$ cat src/rtl/dgr_pkg.sv
// Shared codes and field widths for the directed graph reachability unit.
package dgr_pkg;

  localparam int OP_W = 2;
  localparam int ID_W = 6;
  localparam int ST_W = 2;

  localparam logic [OP_W-1:0] OP_INSERT = 2'd0;
  localparam logic [OP_W-1:0] OP_DELETE = 2'd1;
  localparam logic [OP_W-1:0] OP_QUERY  = 2'd2;
  localparam logic [OP_W-1:0] OP_CLEAR  = 2'd3;

  localparam logic [ST_W-1:0] ST_OK      = 2'd0;
  localparam logic [ST_W-1:0] ST_RANGE   = 2'd1;
  localparam logic [ST_W-1:0] ST_EXISTS  = 2'd2;
  localparam logic [ST_W-1:0] ST_MISSING = 2'd3;

  localparam logic [ID_W-1:0] NUM_NODES_RESET = 6'd10;

  typedef struct packed {
    logic            reachable;
    logic [ST_W-1:0] status;
  } result_t;

endpackage

$ cat src/rtl/directed_graph_reachability_unit.sv
// Directed graph reachability unit: adjacency-matrix memory with edit and query sequencer.
// Clear and out-of-range beats go straight to the finishing state, insert/delete pass
// through a read-modify-write step, and a query walks the graph one expanded node per read.
// One item at a time; a query is paced by the single read port of the adjacency memory,
// which returns one row per cycle. A new beat is taken while the last result waits.
// Reset (synchronous, rst_n low) empties the graph at once through per-row valid flags,
// with no clearing pass, and sets num_nodes to 10.
module directed_graph_reachability_unit
  import dgr_pkg::*;
#(
  parameter int MAX_NODES = 32
) (
  input  logic        clk,
  input  logic        rst_n,
  // configuration: num_nodes
  input  logic        cfg_wr_en,
  input  logic [5:0]  cfg_wr_data,
  // input stream, tdata from bit 0: opcode[1:0], source_node[7:2], dest_node[13:8]
  input  logic        in_tvalid,
  output logic        in_tready,
  input  logic [15:0] in_tdata,
  // result stream, tdata from bit 0: status[1:0], reachable[2]
  output logic        out_tvalid,
  input  logic        out_tready,
  output logic [7:0]  out_tdata
);

  localparam int IDX_W = (MAX_NODES > 1) ? $clog2(MAX_NODES) : 1;

  typedef logic [MAX_NODES-1:0] row_t;
  typedef logic [IDX_W-1:0]     idx_t;

  // sequencer states
  localparam logic [1:0] S_IDLE = 2'd0;
  localparam logic [1:0] S_EDIT = 2'd1;
  localparam logic [1:0] S_WALK = 2'd2;
  localparam logic [1:0] S_DONE = 2'd3;

  // input beat fields
  logic [OP_W-1:0] in_opcode;
  logic [ID_W-1:0] in_source_node;
  logic [ID_W-1:0] in_dest_node;

  assign in_opcode      = in_tdata[1:0];
  assign in_source_node = in_tdata[7:2];
  assign in_dest_node   = in_tdata[13:8];

  // registers
  logic [1:0]      state_r,     state_nxt;
  logic [ID_W-1:0] num_nodes_r;
  row_t            row_ok_r,    row_ok_nxt;
  row_t            pending_r,   pending_nxt;
  row_t            visited_r,   visited_nxt;
  logic            rd_busy_r,   rd_busy_nxt;
  logic [OP_W-1:0] op_r,        op_nxt;
  idx_t            si_r,        si_nxt;
  idx_t            di_r,        di_nxt;
  result_t         res_r,       res_nxt;
  logic            out_tvalid_r;
  result_t         out_res_r;

  // adjacency memory: one row per source node
  row_t adj_mem [MAX_NODES];
  row_t rd_data_r;
  logic rd_ok_r;
  logic mem_re, mem_we;
  idx_t mem_raddr, mem_waddr;
  row_t mem_wdata;

  logic    accept;
  logic    src_ok, dst_ok;
  row_t    node_mask;
  row_t    rd_row, row_eff, new_nodes, pend_all;
  idx_t    pick;
  logic    out_load;

  function automatic idx_t first_set(input row_t v);
    idx_t idx;
    idx = '0;
    for (int i = MAX_NODES - 1; i >= 0; i--) begin
      if (v[i]) idx = IDX_W'(i);
    end
    return idx;
  endfunction

  assign accept    = in_tvalid && in_tready;
  assign in_tready = (state_r == S_IDLE);

  // ids run from 1 to min(num_nodes, MAX_NODES)
  assign src_ok = (in_source_node != '0) && (in_source_node <= num_nodes_r) &&
                  (32'(in_source_node) <= MAX_NODES);
  assign dst_ok = (in_dest_node != '0) && (in_dest_node <= num_nodes_r) &&
                  (32'(in_dest_node) <= MAX_NODES);

  always_comb begin
    for (int i = 0; i < MAX_NODES; i++) begin
      node_mask[i] = (32'(i) < 32'(num_nodes_r));
    end
  end

  // a row never written since reset or clear reads as empty
  assign rd_row    = rd_ok_r ? rd_data_r : '0;
  assign row_eff   = rd_busy_r ? rd_row : '0;
  assign new_nodes = row_eff & node_mask & ~visited_r;
  assign pend_all  = pending_r | new_nodes;
  assign pick      = first_set(pend_all);

  assign out_load = (state_r == S_DONE) && (!out_tvalid_r || out_tready);

  always_comb begin
    state_nxt   = state_r;
    row_ok_nxt  = row_ok_r;
    pending_nxt = pending_r;
    visited_nxt = visited_r;
    rd_busy_nxt = 1'b0;
    op_nxt      = op_r;
    si_nxt      = si_r;
    di_nxt      = di_r;
    res_nxt     = res_r;
    mem_re      = 1'b0;
    mem_raddr   = si_r;
    mem_we      = 1'b0;
    mem_waddr   = si_r;
    mem_wdata   = rd_row;

    unique case (state_r)
      S_IDLE: begin
        if (accept) begin
          op_nxt = in_opcode;
          si_nxt = IDX_W'(in_source_node - 6'd1);
          di_nxt = IDX_W'(in_dest_node - 6'd1);
          res_nxt.reachable = 1'b0;
          res_nxt.status    = ST_OK;
          if (in_opcode == OP_CLEAR) begin
            // drop every row at once
            row_ok_nxt = '0;
            state_nxt  = S_DONE;
          end else if (!src_ok || !dst_ok) begin
            res_nxt.status = ST_RANGE;
            state_nxt      = S_DONE;
          end else if (in_opcode == OP_QUERY) begin
            // source goes on the worklist unmarked
            pending_nxt = row_t'(1) << IDX_W'(in_source_node - 6'd1);
            visited_nxt = '0;
            state_nxt   = S_WALK;
          end else begin
            mem_re    = 1'b1;
            mem_raddr = IDX_W'(in_source_node - 6'd1);
            state_nxt = S_EDIT;
          end
        end
      end

      S_EDIT: begin
        // read-modify-write of the source row
        if (op_r == OP_INSERT) begin
          if (rd_row[di_r]) begin
            res_nxt.status = ST_EXISTS;
          end else begin
            mem_we    = 1'b1;
            mem_wdata = rd_row | (row_t'(1) << di_r);
          end
        end else begin
          if (!rd_row[di_r]) begin
            res_nxt.status = ST_MISSING;
          end else begin
            mem_we    = 1'b1;
            mem_wdata = rd_row & ~(row_t'(1) << di_r);
          end
        end
        if (mem_we) row_ok_nxt[si_r] = 1'b1;
        state_nxt = S_DONE;
      end

      S_WALK: begin
        if (rd_busy_r && row_eff[di_r]) begin
          res_nxt.reachable = 1'b1;
          state_nxt         = S_DONE;
        end else if (pend_all != '0) begin
          // expand the lowest pending node, mark what the last row found
          mem_re      = 1'b1;
          mem_raddr   = pick;
          rd_busy_nxt = 1'b1;
          pending_nxt = pend_all & ~(row_t'(1) << pick);
          visited_nxt = visited_r | new_nodes;
        end else begin
          state_nxt = S_DONE;
        end
      end

      S_DONE: begin
        if (out_load) state_nxt = S_IDLE;
      end

      default: state_nxt = S_IDLE;
    endcase
  end

  always_ff @(posedge clk) begin
    if (mem_we) adj_mem[mem_waddr] <= mem_wdata;
    if (mem_re) begin
      rd_data_r <= adj_mem[mem_raddr];
      rd_ok_r   <= row_ok_r[mem_raddr];
    end
  end

  always_ff @(posedge clk) begin
    if (!rst_n) begin
      state_r      <= S_IDLE;
      num_nodes_r  <= NUM_NODES_RESET;
      row_ok_r     <= '0;
      rd_busy_r    <= 1'b0;
      out_tvalid_r <= 1'b0;
    end else begin
      state_r   <= state_nxt;
      row_ok_r  <= row_ok_nxt;
      rd_busy_r <= rd_busy_nxt;
      if (cfg_wr_en) num_nodes_r <= cfg_wr_data;
      if (out_load) begin
        out_tvalid_r <= 1'b1;
      end else if (out_tready) begin
        out_tvalid_r <= 1'b0;
      end
    end
  end

  always_ff @(posedge clk) begin
    pending_r <= pending_nxt;
    visited_r <= visited_nxt;
    op_r      <= op_nxt;
    si_r      <= si_nxt;
    di_r      <= di_nxt;
    res_r     <= res_nxt;
    if (out_load) out_res_r <= res_r;
  end

  assign out_tvalid = out_tvalid_r;
  assign out_tdata  = {5'd0, out_res_r.reachable, out_res_r.status};

  // a new result beat only comes out of the finishing state
  a_result_from_done: assert property (@(posedge clk) disable iff (!rst_n)
    $rose(out_tvalid_r) |-> $past(state_r == S_DONE))
    else $error("result beat raised outside the finishing state");

  // an edit cycle always follows an accepted beat
  a_edit_after_accept: assert property (@(posedge clk) disable iff (!rst_n)
    (state_r == S_EDIT) |-> $past(accept))
    else $error("edit step without an accepted beat");

  // a clear leaves no valid row behind
  a_clear_empties: assert property (@(posedge clk) disable iff (!rst_n)
    (accept && in_opcode == OP_CLEAR) |=> (row_ok_r == '0))
    else $error("rows still valid after clear");

  // a row read is only outstanding while walking
  a_read_in_walk: assert property (@(posedge clk) disable iff (!rst_n)
    rd_busy_r |-> (state_r == S_WALK))
    else $error("walk read outstanding outside a query");

endmodule
$ cat config.mk
export PLATFORM = sky130hd
export DESIGN_NAME = directed_graph_reachability_unit
export DESIGN_NICKNAME = d
export VERILOG_FILES = /design/src/rtl/dgr_pkg.sv /design/src/rtl/directed_graph_reachability_unit.sv
export SDC_FILE = /design/constraint.sdc
export NUM_CORES = 2
export LEC_CHECK = 0
export BUFFER_PORTS_ARGS = -buffer_cell sky130_fd_sc_hd__buf_2
export CAP_MARGIN = 0
export CORE_MARGIN = 2
export CORE_UTILIZATION = 57
export DETAILED_ROUTE_END_ITERATION = 16
export GPL_ROUTABILITY_DRIVEN = 0
export MAX_ROUTING_LAYER = met4
export PLACE_DENSITY = 0.72
export RECOVER_POWER = 50
export SYNTH_ARGS = -nofsm -noshare
export SYNTH_HDL_FRONTEND = slang
export SYNTH_SLANG_ARGS = --single-unit
$ cat constraint.sdc
create_clock -name clk -period 7.35 [get_ports clk]
set_input_delay 1.1025 -clock clk [delete_from_list [all_inputs] [get_ports clk]]
set_output_delay 1.1025 -clock clk [all_outputs]
set_load 0.1 [all_outputs]
==> results.toml <==
[timing]
hold_slack_ps = 432
min_period_ps = 6740
setup_ws_ps = 608
period_share_pct = 91.7
setup_viol = 0
finalHoldViolCount = 0
relSlewSlack_pct = -121
finalSetupTns_ps = 0
maxClockFrequency_ghz = 0.148
rsz0062_at_grt = "no"
tightest_slew_ps = 3270
skew_ps = 35.8
drv_slew = 361

[min_path]
min_path_cells = 0
min_to = "out_tdata[2]$_DFFE_PP_"
worstHoldStart = "res_r[2]$_DFFE_PP_"
min-delay-path-class = "reg -> reg"

[clock_network]
insertion_delay_ps = 700
root_buffer = "clkbuf_16"
post_cts_buffers = 0
cts_buffer_depth = 3
cts-resized-gates = 0
numCtsBuffers = 115
clock-sinks = 1181
ctsHoldBuffers = 0
clk_pin_slew_ps = 60
cts_tree = "built"
h-tree-depth = 3

[synth]
synth_commonest_cells = "edfxtp_1, nand2_1, a211oi_1"
async_reset_ff_share_pct = 0
synthCells = 3626
yosys-top-cells-area = "edfxtp_1, nand2_1, mux2i_1"
synth_flop_cell = "edfxtp_1"
synth_area_um2 = 50000
yosysUniqueCellTypes = 89
ys_seq_elements = 1181
syn_area_per_cell_um2 = 13.8
synth_edf_count = 1139
yosysTopAreaCell = "edfxtp_1"
yosysSeqAreaShare_pct = 70.1
yosysMostFrequentCell = "edfxtp_1"
synth.top_cell.area_share_pct = 68.4
yosys_warnings = 0

[global_routing]
grt_max_degree = 106
grt_overflow = 0
grt_pass1_vias = 30700
grt_usage_pct = 30.0
antenna_found_initial = 1
grt_pass1_wl_um = 195000

[critical_path]
timing.rr.end = "rd_data_r[4]$_DFFE_PP_"
path_max_fanout = 24
rr_startpoint = "rd_ok_r$_DFFE_PP_"
r2r_cells = 13
cp.arrival_ps = 7150
critPathCaptureType = "flop"
required_ps = 7760
r2r_slack_ps = 610
start_kind = "flop"
crit_type = "reg -> reg"

[route]
drtPass1Iterations = 8
wl_per_cell_um = 27.0
drt-total-wl_um = 132000
drc = 0
postRouteAntennaNets = 0
via_per_inst = 6.69
drtIter0Drc = 4452
vias = 32700

[die]
die_y_um = 300
row_count = 108
pin_count = 37
coreArea_um2 = 86900
die_area_um2 = 90000
die_w_um = 300
start_util_pct = 57.5

[placement]
place_ws_ps = 1240
portBuffers = 29
dpl_cell_area_um2 = 51800
dp.final_hpwl_um = 76300

[final_layout]
final_area_um2 = 55300
drive_gt1_share_pct = 9.88
fin_nets = 3685
nFillCells = 6270
synthToLayoutAreaGrowth_pct = 10.7

[power]
combPwrFrac_pct = 36.4
power_frac_clock_pct = 24.2
intPower_w = 0.0147
pwr_density_cell_nw_per_um2 = 427
power.switching_w = 0.00895
switching_share_pct = 37.9
power_leakage_nw = 18.5
pwr-share-seq_pct = 39.4
p_total_w = 0.0236
vdd_drop_max_v = 0.000311

[outcome]
status = "complete, but fails checks"
violations = "max-capacitance violations, max-slew violations"

[job]
maxCapViolations = 10
how the worst max path moves through the flow:
stage | to | cells after the start | from | slack [ps]
after global placement | rd_data_r[24]$_DFFE_PP_ | 18 | in_tdata[2] | 1320
after global routing | rd_data_r[29]$_DFFE_PP_ | 14 | rd_ok_r$_DFFE_PP_ | 520
after CTS | rd_data_r[15]$_DFFE_PP_ | 13 | num_nodes_r[5]$_SDFFE_PN0P_ | 1270
final | rd_data_r[4]$_DFFE_PP_ | 13 | rd_ok_r$_DFFE_PP_ | 610
after floorplan | pending_r[0]$_DFFE_PP_ | 9 | in_tdata[2] | 1660
after detailed placement | rd_data_r[24]$_DFFE_PP_ | 18 | in_tdata[2] | 1240
logic make-up after synthesis:
kind of cell	after synthesis	synth area share [%]
flip-flops	1181	70.1
AO/OA/AOI/OAI	908	13.1
XOR/XNOR	8	0.140
adder cells (fa/ha/maj)	25	0.626
AND/OR/NAND/NOR	1040	9.82
multiplexers	149	3.19
buffers and inverters	314	3.01
other	1	0.00750
registers in the layout (all words and copies together) (netlist names):
| register | flops |
|---|---|
| adj_mem | 1024 |
| pending_r | 32 |
| rd_data_r | 32 |
| row_ok_r | 32 |
| visited_r | 32 |
| num_nodes_r | 6 |
| di_r | 5 |
| mem_waddr | 5 |
| out_tdata | 3 |
| res_r | 3 |
| op_r | 2 |
| state_r | 2 |
| out_tvalid | 1 |
| rd_busy_r | 1 |
| rd_ok_r | 1 |
power groups by stage:
| stage | logic [W] | registers, W | clock network, W |
|---|---|---|---|
| detailed placement | 0.00851 | 0.00936 | 0 |
| global route | 0.00923 | 0.00932 | 0.00601 |
| global placement | 0.00837 | 0.00935 | 0 |
| finish | 0.00860 | 0.00931 | 0.00572 |
| floorplan | 0.00582 | 0.00916 | 0 |
| CTS | 0.00855 | 0.00923 | 0.00576 |
critical path: stages (launching register included):
cell and delay [ps]:
edfxtp_1 870, clkbuf_1 840, nand2_1 400, nor3_1 490, a31oi_1 300, a311o_1 370, a311oi_1 530, a21o_1 380
o22ai_1 360, nand2_2 620, buf_12 270, a311oi_1 80, nor4_1 710, nand3_1 140
layout by cell type (no fill, tap or decap), types with 61 or more instances in the layout:
cell,instances
nor2_1,131
edfxtp_1,1139
nand3_1,61
clkbuf_16,118
nand2_1,474
a211oi_1,180
mux2i_1,140
a21oi_1,168
a22oi_1,102
a311oi_1,128
o21ai_0,75
buf_4,83
and3_1,169
through the flow:
| stage | cells | utilization (%) |
|---|---|---|
| floorplan | 3630 | - |
| global placement | 4671 | 59.6 |
| detailed placement | 4671 | 59.6 |
| CTS | 4881 | 63.8 |
| global route | 4881 | 63.6 |
| finish | 4882 | 63.6 |
layer usage:
metal	up-vias	wire, µm	GRT usage (%)
met2	1800	62400	47.1
met5	-	0	-
met3	358	12800	4.59
met1	16300	51300	40.4
met4	0	5040	10.5
li1	14200	-	-
cell type report:
type | instances | area, µm² | share of cell area, %
antenna | 1 | 2.50 | 0.00453
clock buffer | 142 | 3060 | 5.53
clock inverter | 68 | 599 | 1.08
inverter | 52 | 195 | 0.353
multi-input combinational | 2135 | 13800 | 24.9
sequential | 1181 | 35000 | 63.4
tap | 1155 | 1450 | 2.61
timing repair buffer | 148 | 1150 | 2.08
Power figures use the tool's default switching activity.
